<file path="src/design/stack_with_middle_and_half_reverse_top_defines.svh">
// Assertion macros shared by the stack design.
`ifndef STACK_WITH_MIDDLE_AND_HALF_REVERSE_TOP_DEFINES_SVH
`define STACK_WITH_MIDDLE_AND_HALF_REVERSE_TOP_DEFINES_SVH

`ifndef NO_ASSERTIONS
`define SMHR_ASSERT(lbl, clk, rst, prop) \
   lbl: assert property (@(posedge clk) disable iff (rst) prop) \
      else $error("smhr assertion failed");
`define SMHR_NEVER(lbl, clk, rst, cond) \
   lbl: assert property (@(posedge clk) disable iff (rst) !(cond)) \
      else $error("smhr forbidden condition seen");
`else
`define SMHR_ASSERT(lbl, clk, rst, prop)
`define SMHR_NEVER(lbl, clk, rst, cond)
`endif

`endif

</file>
<file path="src/design/smhr_pkg.sv">
package smhr_pkg;

   localparam int WORD_W  = 32;
   localparam int DEPTH_W = 5;

   typedef enum logic [1:0] {
      MODE_PUSH = 2'd0,
      MODE_POP  = 2'd1,
      MODE_REV  = 2'd2,
      MODE_NOP  = 2'd3
   } mode_type;

   typedef enum logic [1:0] {
      ST_OK    = 2'd0,
      ST_FULL  = 2'd1,
      ST_EMPTY = 2'd2,
      ST_FEW   = 2'd3
   } status_type;

   typedef enum logic [7:0] {
      S_IDLE    = 8'b0000_0001,
      S_EXEC    = 8'b0000_0010,
      S_SWAP_RA = 8'b0000_0100,
      S_SWAP_RB = 8'b0000_1000,
      S_SWAP_WA = 8'b0001_0000,
      S_SWAP_WB = 8'b0010_0000,
      S_MID_RD  = 8'b0100_0000,
      S_RESP    = 8'b1000_0000
   } state_type;

endpackage

</file>
<file path="src/design/smhr_mem.sv">
module smhr_mem #(
   parameter int DEPTH = 16,
   parameter int AW    = 4
) (
   input  logic                        clock,
   input  logic                        wr_en,
   input  logic [AW-1:0]               wr_addr,
   input  logic [smhr_pkg::WORD_W-1:0] wr_data,
   input  logic                        rd_en,
   input  logic [AW-1:0]               rd_addr,
   output logic [smhr_pkg::WORD_W-1:0] rd_data
);

   logic [smhr_pkg::WORD_W-1:0] mem [DEPTH];
   logic [smhr_pkg::WORD_W-1:0] rd_data_ff;

   always_ff @(posedge clock) begin
      if (wr_en) begin
         mem[wr_addr] <= wr_data;
      end
   end

   always_ff @(posedge clock) begin
      if (rd_en) begin
         rd_data_ff <= mem[rd_addr];
      end
   end

   assign rd_data = rd_data_ff;

endmodule

</file>
<file path="src/design/stack_with_middle_and_half_reverse_top.sv">
// Bounded stack of signed 32-bit words, DEPTH entries, with a middle-entry report
// and an in-place reversal of the bottom half.
// Request channel: drive req_mode and req_push_value with start high; the
// transaction is taken on a rising edge where start is high and busy is low.
// busy stays high until the response has been issued.
// Response channel: rsp_strobe is high for exactly one cycle and carries
// rsp_status, rsp_depth_now, rsp_middle_valid and rsp_middle_word. The
// receiver cannot hold it off; it must take the response in that cycle.
// Push, pop, idle code and refused operations pass through S_EXEC, S_MID_RD
// and S_RESP after acceptance, and a new request is taken once busy is low
// again. A reversal adds S_SWAP_RA, S_SWAP_RB, S_SWAP_WA and S_SWAP_WB per
// swapped pair, floor(count/4) pairs, since each swap runs two reads and two
// writes in turn through the entry memory's one read and one write port.
// Reset empties the stack (count to zero) and returns to idle; the memory is
// not cleared, as an entry at or above the count never reaches rsp_middle_word.
`include "stack_with_middle_and_half_reverse_top_defines.svh"

module stack_with_middle_and_half_reverse_top #(
   parameter int DEPTH = 16
) (
   input  logic                               clock,
   input  logic                               reset,
   input  logic                               start,
   output logic                               busy,
   input  logic [1:0]                         req_mode,
   input  logic signed [smhr_pkg::WORD_W-1:0] req_push_value,
   output logic                               rsp_strobe,
   output logic [1:0]                         rsp_status,
   output logic [smhr_pkg::DEPTH_W-1:0]       rsp_depth_now,
   output logic                               rsp_middle_valid,
   output logic signed [smhr_pkg::WORD_W-1:0] rsp_middle_word
);

   localparam int AW = (DEPTH > 1) ? $clog2(DEPTH) : 1;
   localparam int CW = $clog2(DEPTH + 1);
   localparam logic [CW-1:0] FULL_COUNT = CW'(DEPTH);

   smhr_pkg::state_type  state_ff, state_in;
   smhr_pkg::status_type status_ff, status_in;
   smhr_pkg::mode_type   mode_ff, mode_in;
   logic [smhr_pkg::WORD_W-1:0] value_ff, value_in;
   logic [smhr_pkg::WORD_W-1:0] tmp_ff, tmp_in;
   logic [CW-1:0] count_ff, count_in;
   logic [AW-1:0] idx_ff, idx_in;

   logic [AW-1:0] half;
   logic [AW-1:0] pairs;
   logic [AW-1:0] lo_addr;
   logic [AW-1:0] hi_addr;
   logic [AW-1:0] mid_addr;
   logic [CW-1:0] count_m1;

   logic                        wr_en;
   logic [AW-1:0]               wr_addr;
   logic [smhr_pkg::WORD_W-1:0] wr_data;
   logic                        rd_en;
   logic [AW-1:0]               rd_addr;
   logic [smhr_pkg::WORD_W-1:0] rd_data;

   assign half     = AW'(count_ff >> 1);
   assign pairs    = AW'(count_ff >> 2);
   assign lo_addr  = idx_ff;
   assign hi_addr  = half - AW'(1) - idx_ff;
   assign count_m1 = count_ff - CW'(1);
   assign mid_addr = AW'(count_m1 >> 1);

   always_comb begin
      state_in  = state_ff;
      status_in = status_ff;
      mode_in   = mode_ff;
      value_in  = value_ff;
      tmp_in    = tmp_ff;
      count_in  = count_ff;
      idx_in    = idx_ff;
      wr_en     = 1'b0;
      wr_addr   = lo_addr;
      wr_data   = rd_data;
      rd_en     = 1'b0;
      rd_addr   = lo_addr;
      unique case (state_ff)
         smhr_pkg::S_IDLE: begin
            if (start) begin
               mode_in  = smhr_pkg::mode_type'(req_mode);
               value_in = req_push_value;
               state_in = smhr_pkg::S_EXEC;
            end
         end
         smhr_pkg::S_EXEC: begin
            status_in = smhr_pkg::ST_OK;
            idx_in    = '0;
            state_in  = smhr_pkg::S_MID_RD;
            unique case (mode_ff)
               smhr_pkg::MODE_PUSH: begin
                  if (count_ff >= FULL_COUNT) begin
                     status_in = smhr_pkg::ST_FULL;
                  end else begin
                     wr_en    = 1'b1;
                     wr_addr  = AW'(count_ff);
                     wr_data  = value_ff;
                     count_in = count_ff + CW'(1);
                  end
               end
               smhr_pkg::MODE_POP: begin
                  if (count_ff == '0) begin
                     status_in = smhr_pkg::ST_EMPTY;
                  end else begin
                     count_in = count_m1;
                  end
               end
               smhr_pkg::MODE_REV: begin
                  if (count_ff < CW'(2)) begin
                     status_in = smhr_pkg::ST_FEW;
                  end else if (pairs != '0) begin
                     state_in = smhr_pkg::S_SWAP_RA;
                  end
               end
               default: begin
               end
            endcase
         end
         smhr_pkg::S_SWAP_RA: begin
            rd_en    = 1'b1;
            rd_addr  = lo_addr;
            state_in = smhr_pkg::S_SWAP_RB;
         end
         smhr_pkg::S_SWAP_RB: begin
            // low entry arrives now; park it while the high entry is fetched
            rd_en    = 1'b1;
            rd_addr  = hi_addr;
            tmp_in   = rd_data;
            state_in = smhr_pkg::S_SWAP_WA;
         end
         smhr_pkg::S_SWAP_WA: begin
            wr_en    = 1'b1;
            wr_addr  = lo_addr;
            wr_data  = rd_data;
            state_in = smhr_pkg::S_SWAP_WB;
         end
         smhr_pkg::S_SWAP_WB: begin
            wr_en   = 1'b1;
            wr_addr = hi_addr;
            wr_data = tmp_ff;
            idx_in  = idx_ff + AW'(1);
            if (idx_ff + AW'(1) == pairs) begin
               state_in = smhr_pkg::S_MID_RD;
            end else begin
               state_in = smhr_pkg::S_SWAP_RA;
            end
         end
         smhr_pkg::S_MID_RD: begin
            rd_en    = 1'b1;
            rd_addr  = mid_addr;
            state_in = smhr_pkg::S_RESP;
         end
         smhr_pkg::S_RESP: begin
            state_in = smhr_pkg::S_IDLE;
         end
         default: begin
            state_in = smhr_pkg::S_IDLE;
         end
      endcase
   end

   always_ff @(posedge clock) begin
      if (reset) begin
         state_ff <= smhr_pkg::S_IDLE;
         count_ff <= '0;
      end else begin
         state_ff <= state_in;
         count_ff <= count_in;
      end
   end

   always_ff @(posedge clock) begin
      status_ff <= status_in;
      mode_ff   <= mode_in;
      value_ff  <= value_in;
      tmp_ff    <= tmp_in;
      idx_ff    <= idx_in;
   end

   smhr_mem #(
      .DEPTH (DEPTH),
      .AW    (AW)
   ) u_mem (
      .clock   (clock),
      .wr_en   (wr_en),
      .wr_addr (wr_addr),
      .wr_data (wr_data),
      .rd_en   (rd_en),
      .rd_addr (rd_addr),
      .rd_data (rd_data)
   );

   assign busy             = (state_ff != smhr_pkg::S_IDLE);
   assign rsp_strobe       = (state_ff == smhr_pkg::S_RESP);
   assign rsp_status       = status_ff;
   assign rsp_depth_now    = smhr_pkg::DEPTH_W'(count_ff);
   assign rsp_middle_valid = (count_ff != '0);
   assign rsp_middle_word  = rsp_middle_valid ? signed'(rd_data) : '0;

   `SMHR_NEVER(a_count_bound, clock, reset, count_ff > FULL_COUNT)
   `SMHR_ASSERT(a_accept_busy, clock, reset, (start && !busy) |=> busy)
   `SMHR_ASSERT(a_resp_free, clock, reset, rsp_strobe |=> !busy)
   `SMHR_ASSERT(a_full_count, clock, reset,
      (rsp_strobe && rsp_status == smhr_pkg::ST_FULL) |-> (count_ff == FULL_COUNT))
   `SMHR_ASSERT(a_swap_order, clock, reset,
      (state_ff == smhr_pkg::S_SWAP_RA) |-> (lo_addr < hi_addr))

endmodule

</file>
<file path="config.mk">
export PLATFORM = sky130hd
export DESIGN_NAME = stack_with_middle_and_half_reverse_top
export DESIGN_NICKNAME = d
export VERILOG_FILES = /design/src/design/smhr_pkg.sv /design/src/design/smhr_mem.sv /design/src/design/stack_with_middle_and_half_reverse_top.sv
export VERILOG_INCLUDE_DIRS = /design/src /design/src/design
export SDC_FILE = /design/constraint.sdc
export NUM_CORES = 1
export LEC_CHECK = 0
export ABC_AREA = 1
export BUFFER_PORTS_ARGS = -buffer_cell sky130_fd_sc_hd__buf_4
export CORE_MARGIN = 4
export CORE_UTILIZATION = 45
export DETAILED_ROUTE_END_ITERATION = 10
export PLACE_DENSITY = 0.59
export RECOVER_POWER = 100
export SYNTH_ARGS = -nofsm -noshare
export SYNTH_HDL_FRONTEND = slang
export SYNTH_SLANG_ARGS = --single-unit
</file>
<file path="constraint.sdc">
create_clock -name clock -period 4.3 [get_ports clock]
set_clock_uncertainty 0.05 [all_clocks]
set_input_delay 0.86 -clock clock [delete_from_list [all_inputs] [get_ports clock]]
set_output_delay 0.86 -clock clock [all_outputs]
set_load 0.02 [all_outputs]
</file>
; ---- Word level (Yosys, flattened, before mapping)
; Memory sizes are Yosys's and may differ from the RTL's. A register that Yosys moved wholly into a read port is not among the register bits.
; Index checks and enable logic that the tools add are counted.
[word_totals]
mem_count = 1
reg_bits = 85
out_inout_bits = 42
ram_bits = 512
wordCells = 68
[op_classes]
n_lt_le_gt_ge = 2
n_addsub = 5
n_eq_ne = 15
reduce_logical = 10
mux = 28
[mem_list]
columns = name, depth, word_bits, rd, rd_ports_with_merged_regs, write_ports, line_no
row1 = u_mem.mem, 16, 32, 1, 1, 1, smhr_mem.sv:14  ; logic [smhr_pkg::WORD_W-1:0] mem [DEPTH];
[ops]
columns = cell, count
row1 = 32-bit two-way mux, 3
row2 = 32-bit case mux with 2 select lines, 1
row3 = 8-bit case mux with 7 select lines, 1
row4 = 7-bit two-way mux, 4
row5 = 4-bit case mux with 2 select lines, 3
row6 = 5-bit two-way mux, 2
row7 = 5-bit case mux with 2 select lines, 1
row8 = 8-bit by 1-bit == test with 1-bit output (second input constant), 1
row9 = 8-bit by 2-bit == test with 1-bit output (second input constant), 1
row10 = 8-bit by 3-bit == test with 1-bit output (second input constant), 1
row11 = 8-bit by 4-bit == test with 1-bit output (second input constant), 1
row12 = 8-bit by 5-bit == test with 1-bit output (second input constant), 1
row13 = 8-bit by 6-bit == test with 1-bit output (second input constant), 1
row14 = 8-bit by 7-bit == test with 1-bit output (second input constant), 1
row15 = 8-bit == test (second input constant), 1
row16 = 4-bit two-way mux, 2
row17 = 8-bit two-way mux, 1
row18 = 8-bit by 1-bit inequality test with 1-bit output (second input constant), 1
row19 = 1-bit two-way mux, 6
row20 = 2-bit inequality test (second input constant), 3
row21 = 2-bit case mux with 3 select lines, 1
row22 = 5-bit by 1-bit adder with 5-bit output (second input constant), 1
row23 = 5-bit greater-or-equal comparator (second input constant), 1
row24 = 5-bit logical NOT, 1
row25 = other kinds (18), 20

; ---- Longest topological paths before layout
; Gate-level depths: netlist of the first run.
[depth]
depth_word = 6
ltp_mapped = 14
depth_no_buf = 12

; ---- Cells and area by module
; From an unflattened synthesis of the first run, not the netlist that was laid out.
[hier_totals]
hier_cells = 2644
area_unflattened_um2 = 27498.9
[by_module_without_submodules]
columns = mod, n_inst, seq_area_each_um2, area_per_inst_um2, cells_per_inst
row1 = smhr_mem, 1, 16335.7, 23050.9, 2120
row2 = stack_with_middle_and_half_reverse_top, 1, 2422.3, 4448.0, 524

; ---- Worst setup path after synthesis of the first run
; No wires, ideal clock.
[synth_timing]
path_type = reg2reg
startpoint = reg idx_ff[0]
endpoint = mem u_mem.mem[11][0] (netlist bit) (enable)
synth_period_minus_slack_ps = 3643
slack_ps = 657
arrival_ps = 3172
stages_incl_launch_ff = 9
path_buffers = 0
path_cell_list = edfxtp_1 inv_1 ha_1 inv_1 fa_1 or2_2 nand3_1 nand3_1 nor2_1
[synth_via]
elab_chain_cells = 3
word_cells_on_any_way = 4
classes_between = add/sub (1) / mux (3)
[synth_rtl]
columns = element, line_no
row1 = start: declaration, stack_with_middle_and_half_reverse_top.sv:44  ; logic [AW-1:0] idx_ff, idx_in;
row2 = start signal: assignment, stack_with_middle_and_half_reverse_top.sv:179  ; idx_ff <= idx_in;
row3 = "parallel branches: the longest is 2 deep, another holds 4-bit subtractor", -
row4 = 4-bit case mux with 2 select lines *, stack_with_middle_and_half_reverse_top.sv:80  ; unique case (state_ff)
row5 = end: declaration, smhr_mem.sv:14
; Every way passes the cells marked *.

; ---- Final worst setup path of the first run
[layout_timing]
startpoint = reg state_ff[1]
endpoint = mem u_mem.mem[9][19] (netlist bit) (enable)
[layout_via]
elab_chain_cells = 5
word_cells_on_any_way = 8
classes_between = eq/ne (3) / mux (4) / reduce/logical (1)
[layout_rtl]
columns = element, line_no
row1 = start: declaration, stack_with_middle_and_half_reverse_top.sv:38  ; smhr_pkg::state_type state_ff, state_in;
row2 = start signal: assignment, stack_with_middle_and_half_reverse_top.sv:166  ; state_ff <= smhr_pkg::S_IDLE;
row3 = start signal: assignment, stack_with_middle_and_half_reverse_top.sv:169  ; state_ff <= state_in;
row4 = 8-bit by 6-bit == test with 1-bit output or 8-bit by 5-bit == test with 1-bit output (tied branches), stack_with_middle_and_half_reverse_top.sv:80
row5 = 2-bit OR reduction (no line), -
row6 = 1-bit case mux with 2 select lines, stack_with_middle_and_half_reverse_top.sv:80
row7 = 1-bit two-way mux, smhr_mem.sv:18  ; if (wr_en) begin
row8 = 1-bit two-way mux (implied by the code), smhr_mem.sv:19  ; mem[wr_addr] <= wr_data;
; Several ways; a longest one is shown, not always the timed one.

==> metrics.txt, run 1 <==
flops & latches, synth=around 630; num ports=just under 80; Period Utilization, post-route=88.7%; setup violators final=0; Top FF cell, synth=edfxtp_1; Die ar.=approximately 0.066 mm²; Distinct cells, synth=39; Worst Setup End Kind=flip-flop; CTS Buf Count=a little under 70; Setup CP Type=reg2reg; hpwl dp=40600 µm; fill cell count=5400; largest stage delay on the critical path=between 0.8 and 0.9 ns; DRC=0; FF-to-FF setup slack=between 0.4 and 0.5 ns; I/O Buffers=78; core area=roughly 0.061 mm²; final net count=2694; max_cap viols=3; synthesized area per cell=approximately 11 µm²; Design Power=between 10 and 15 mW; failing checks=max-capacitance violations, max-slew violations; Ant. Diodes=0; worst-path cell chain=inv_1 > nand2_1 > nor2_1 > nand2_1 > inv_2 > nor2_4 > nand2_1 > nand3_1 > nand3_1 > nor2_4 > clkbuf_2; Post-CTS Setup Inserts=0; Power Dens Cells=415 mW/mm²; TritonCTS clock tree=built; Initial Util=~46%; Static Leak=12.8 nW; DP Area=between 0.02 and 0.03 mm²; CTS root buffer=clkbuf_16; register area share after synthesis=67.4%; Hold Vio Cnt, Final=0; clk buf depth=3; Worst-Margin Slew=2.18 ns; Area growth syn-to-layout=12.1%; Gates resized, CTS repair=0; placed insts=~3400; vias post-DR=~19000; most frequent CP cell=nand2_1; share of cells above drive strength 1=under 10%; Max Fclk=about 260 MHz; Critical Path Start Type=flip-flop; Post-Synthesis Net Count=about 2600; pin count of the biggest net entering global routing=roughly 170; Layout Cells excl Fill=roughly 3500; worst hold slack=between 0.4 and 0.5 ns; CTS Hold Buffers Added=0; RSZ-0062 raised after global routing=false; 1st-iter DRT viols=1666; fin util=around half; most frequent cells in the layout=653 x nand3_1, 616 x edfxtp_1, 480 x inv_1, 460 x nand2_1, 96 x nand3b_1; routability cong.=0.850; clk slew on worst S/H paths=roughly 0.060 ns; asr flop ratio synth=0%; Ys Warns=0; DIE WIDTH=between 200 and 300 µm; Final Max Slew Viols=between 70 and 80; minimum clock period=around 3.8 ns; total negative slack=0 ns; initial antenna violation count=1; Critical-path top delay cell=clkbuf_2; total grt overflow=0; insertion delay to the later sink of the worst-skew pair=around 0.6 ns; commonest non-fill, non-tap cell in the layout=nand3_1; Mapped Area=0.0278 mm²; post-route setup slack=about 0.49 ns; Worst Hold Class=in2reg; CTS H-tree depth=3; relative slew slack=-45.2%; Data required, critical path=roughly 4.5 ns; drt wl/cell=approximately 21 µm; Tot GR Track Use=a little over a fifth; status=complete, but fails checks; clock sinks=629; site row count=90; WL final=approximately 73000 µm; pre-CTS WS=about 0.74 ns; Detail Route Antenna Nets=0; Post-synth EDFFs=616; Max Fanout on Critical Path=32; Final Cell Area=approximately 0.031 mm²; via density per instance=around 5.3; post-synthesis instance total=2587; Peak supply drop=0.289 mV; Chip Height=about 260 µm; arrival time worst endpoint=approximately 4 ns; Initial DRT Pass Iterations=5; first-pass GRT wire length=~110000 µm; vias in the first global route=between 15000 and 20000
-- worst max-delay path, delay by kind of cell (launching register included) --
| family | cells | cell delay (ns) |
|---|---|---|
| AND/OR/NAND/NOR | 8 | 1.83 |
| flip-flops | 1 | 0.34 |
| buffers and inverters | 3 | 1.17 |
-- final cells by class --
type / count / area [µm²] / area share (%)
inverters: 491 / 1850 / 5.92
repair buffers: 135 / 951 / 3.05
multi-input cells: 1324 / 6540 / 21.0
clock inverters: 32 / 246 / 0.790
well taps: 782 / 978 / 3.14
flip-flops and latches: 629 / 18800 / 60.1
clock buffers: 92 / 1880 / 6.02
-- worst paths after layout --
| check | startpoint | to | cells past startpoint |
|---|---|---|---|
| worst min register to register | u_mem.rd_data[2] | tmp_ff[2] | 0 |
| worst max-delay path | state_ff[1] | u_mem.mem[9][19] | 11 |
| worst min-delay path | req_push_value[27] | value_ff[27] | 1 |
| worst max register to register | state_ff[1] | u_mem.mem[9][19] | 11 |
-- synthesized netlist by cell type (7+ instances only) --
cell type,count,area (µm²)
buf_2,80,400
dfxtp_1,13,260
nor2_1,39,146
buf_1,7,26.3
clkbuf_1,29,109
inv_2,12,45.0
buf_6,12,135
nand2_1,456,1710
inv_1,478,1790
nand3_1,653,3270
buf_4,15,113
edfxtp_1,616,18500
o21ai_0,11,55.1
nand3b_1,96,721
xor2_1,7,61.3
-- sequential cells by signal, indices dropped and copies added (netlist names) --
register and count:
idx_ff 4, mode_ff 2, rsp_depth_now 5, rsp_status 2, state_ff 8, tmp_ff 32
u_mem.mem 512, u_mem.rd_data 32, value_ff 32
-- routing by layer --
metal / GRT usage, % / routed length (µm)
met3: 3.76 / 4750
met2: 36.0 / 34500
met5: 0 / 0
met4: 6.55 / 2000
met1: 30.1 / 31500
-- logic make-up after synthesis --
logic type	Yosys count	share of synthesized area, %
AND/OR/NAND/NOR	1277	21.9
buffers and inverters	634	9.44
flip-flops	629	67.4
XOR/XNOR	11	0.346
adder cells (fa/ha/maj)	7	0.342
AO/OA/AOI/OAI	29	0.625
-- power breakdown --
part,switching (mW),internal (mW),total (mW),leakage (nW)
combinational,0.431,0.166,0.597,6.06
sequential,0.0190,6.73,6.75,5.66
clock,2.36,3.26,5.62,1.04
No activity file was read; power rests on OpenSTA's default activity.
==> run 2: changes to the inputs <==
--- a/config.mk
+++ b/config.mk
@@ -7,12 +7,14 @@
 export NUM_CORES = 1
 export LEC_CHECK = 0
 export ABC_AREA = 1
-export BUFFER_PORTS_ARGS = -buffer_cell sky130_fd_sc_hd__buf_4
+export ABC_CLOCK_PERIOD_IN_PS = 4300
 export CORE_MARGIN = 4
 export CORE_UTILIZATION = 45
 export DETAILED_ROUTE_END_ITERATION = 10
-export PLACE_DENSITY = 0.59
+export DONT_BUFFER_PORTS = 1
+export PLACE_DENSITY = 0.58
 export RECOVER_POWER = 100
+export SETUP_SLACK_MARGIN = 0.5
 export SYNTH_ARGS = -nofsm -noshare
 export SYNTH_HDL_FRONTEND = slang
 export SYNTH_SLANG_ARGS = --single-unit
==> run 2 against run 1 <==
Against the previous run: the flow still finishes with violations (max-capacitance violations, max-slew violations); largest cell class unchanged; worst setup slack improved by 0.049 ns; highest routed layer unchanged; via count down 1.0%; critical path type unchanged; combinational power fell by 8.0%; sequential power about the same; clock-buffer cell count decreased by 9; register-to-register slack gained 0.05 ns; flip-flop and latch count unchanged.
==> metrics.txt, run 2 (synthesis results as in run 1) <==
Worst Hold Class=in2reg; pre-CTS WS=0.837 ns; commonest non-fill, non-tap cell in the layout=nand3_1; relative slew slack=-41.1%; Post-CTS Setup Inserts=0; Worst Setup End Kind=flip-flop; largest stage delay on the critical path=between 1 and 1.5 ns; Ant. Diodes=0; switching power=~2.8 mW; fill cell count=between 5000 and 6000; Multi-input gate area=around 0.0066 mm²; placed insts=between 3000 and 4000; failing checks=max-capacitance violations, max-slew violations; max_cap viols=3; Layout Cells excl Fill=3401; routability cong.=about 0.81; routed wl met2=~34000 µm; Seq pwr share=between 50% and 60%; drt wl/cell=21.6 µm; final net count=around 2600; minimum clock period=roughly 3.8 ns; Initial DRT Pass Iterations=6; DR top layer=met4; DRC=0; Max Fanout on Critical Path=18; R2R depth=9; Static Leak=12.5 nW; FF-to-FF setup slack=0.54 ns; Critical Path Start Type=flip-flop; CTS Buf Count=70; Critical Path Stages=9; part of the power in combinational logic=4.2%; Max Fclk=266 MHz; WL final=~73000 µm; Hold Vio Cnt, Final=0; arrival time worst endpoint=between 4 and 5 ns; number of flip-flops under the largest register name=~510; Period Utilization, post-route=87.6%; first-pass GRT wire length=around 110000 µm; num ports=79; TritonCTS clock tree=built; worst path bufs/invs=3; Chip Height=~260 µm; Die ar.=~0.066 mm²; Critical-path top delay cell=clkbuf_1; FF-to-FF End=u_mem.mem[15][26]; total negative slack=0 ns; share of cells above drive strength 1=under 10%; Design Power=13.0 mW; site row count=90; DIE WIDTH=257 µm; switching share of power=between 20% and 30%; Largest Register=u_mem.mem; pin count of the biggest net entering global routing=between 150 and 200; vias in the first global route=about 18000; Setup CP Type=reg2reg; hpwl dp=between 30000 and 40000 µm; initial antenna violation count=0; Area growth syn-to-layout=10.6%; insertion delay to the later sink of the worst-skew pair=0.60 ns; status=complete, but fails checks; clk buf depth=3; post-route setup slack=0.535 ns; FF-to-FF Start=state_ff[1]; most frequent CP cell=nand2_1; setup violators final=0; Pint=between 10 and 15 mW; worst-path cell chain=inv_1 > nand2_1 > nor2_1 > nand2_1 > inv_1 > nor2_4 > clkbuf_1 > nand2_1 > nand3_1; via density per instance=~5.4; Power Dens Cells=423 mW/mm²; vias post-DR=between 15000 and 20000; Detail Route Antenna Nets=0; I/O Buffers=0; Reg area=about 0.019 mm²; Data required, critical path=4.56 ns; Initial Util=45.8%; most frequent cells in the layout=652 x nand3_1, 616 x edfxtp_1, 482 x inv_1, 460 x nand2_1, 96 x nand3b_1; core area=approximately 0.061 mm²; Gates resized, CTS repair=1; CTS root buffer=clkbuf_16; Worst-Margin Slew=around 2.1 ns; met3 WL=4640 µm; Final Max Slew Viols=between 70 and 80; CP delay by family, top=simple AND/OR/NAND/NOR gates; clock share of power=between 40% and 50%; Tot GR Track Use=a little over a fifth; CTS H-tree depth=3; wl on met1=~32000 µm; Peak supply drop=between 0.2 and 0.3 mV; clock sinks=629; total grt overflow=0; clk slew on worst S/H paths=0.06 ns; RSZ-0062 raised after global routing=false; CTS Hold Buffers Added=0; end of the critical path=u_mem.mem[15][26]; 1st-iter DRT viols=between 1500 and 2000; CP Launch Point=state_ff[1]
run 2: changes by cell type in the layout (fill, tap and decap cells not counted), moves of 3 or more:
cell	before	now
clkbuf_4	34	2
buf_12	12	9
clkbuf_1	66	13
clkinv_1	16	21
run 2: area by class of cell:
class                      instances  share of cell area (%)
clock inverter                    40                    1.06
tap                              782                    3.18
inverter                         491                    6.00
clock buffer                      83                    5.99
sequential                       629                    60.9
multi-input combinational       1324                    21.4
timing repair buffer              52                    1.50
run 2: power by group through the flow:
stage | combinational [mW] | clock (mW) | sequential (mW)
after detailed placement | 0.562 | 0 | 6.88
after CTS | 0.564 | 5.85 | 6.75
after floorplan | 0.392 | 0 | 6.87
after global routing | 0.608 | 6.09 | 6.75
after global placement | 0.553 | 0 | 6.88
final | 0.549 | 5.73 | 6.75
run 2: through the flow:
| step | area, µm² | util, % | hold slack [ns] |
|---|---|---|---|
| 2_1_floorplan | 27800 | - | 0.401 |
| 3_3_place_gp | 28700 | 47.3 | 0.408 |
| 3_5_place_dp | 28700 | 47.3 | 0.414 |
| 4_1_cts | 30900 | 50.8 | 0.238 |
| 5_1_grt | 30800 | 50.6 | 0.252 |
| 6_report | 30800 | 50.6 | 0.274 |
run 2: how the worst min path moves through the flow:
stage,startpoint,endpoint,cells after the start
global route,reset,state_ff[5],1
CTS,reset,state_ff[7],1
global placement,u_mem.rd_data[3],tmp_ff[3],0
floorplan,u_mem.rd_data[0],tmp_ff[0],0
detailed placement,u_mem.rd_data[24],tmp_ff[24],0
finish,reset,state_ff[7],1
run 2: metal layers:
layer | track usage (%) | vias to the layer above
met5 | 0 | -
met1 | 30.2 | 8994
met3 | 3.55 | 140
met4 | 6.88 | 0
met2 | 36.2 | 604
li1 | - | 8618
run 2: worst register-to-register path: stages (launching register included):
cell and delay, ns:
dfxtp_1 0.33, inv_1 0.07, nand2_1 0.11, nor2_1 0.11, nand2_1 0.30, inv_1 0.17
nor2_4 0.56, clkbuf_1 1.05, nand2_1 0.12, nand3_1 0.59
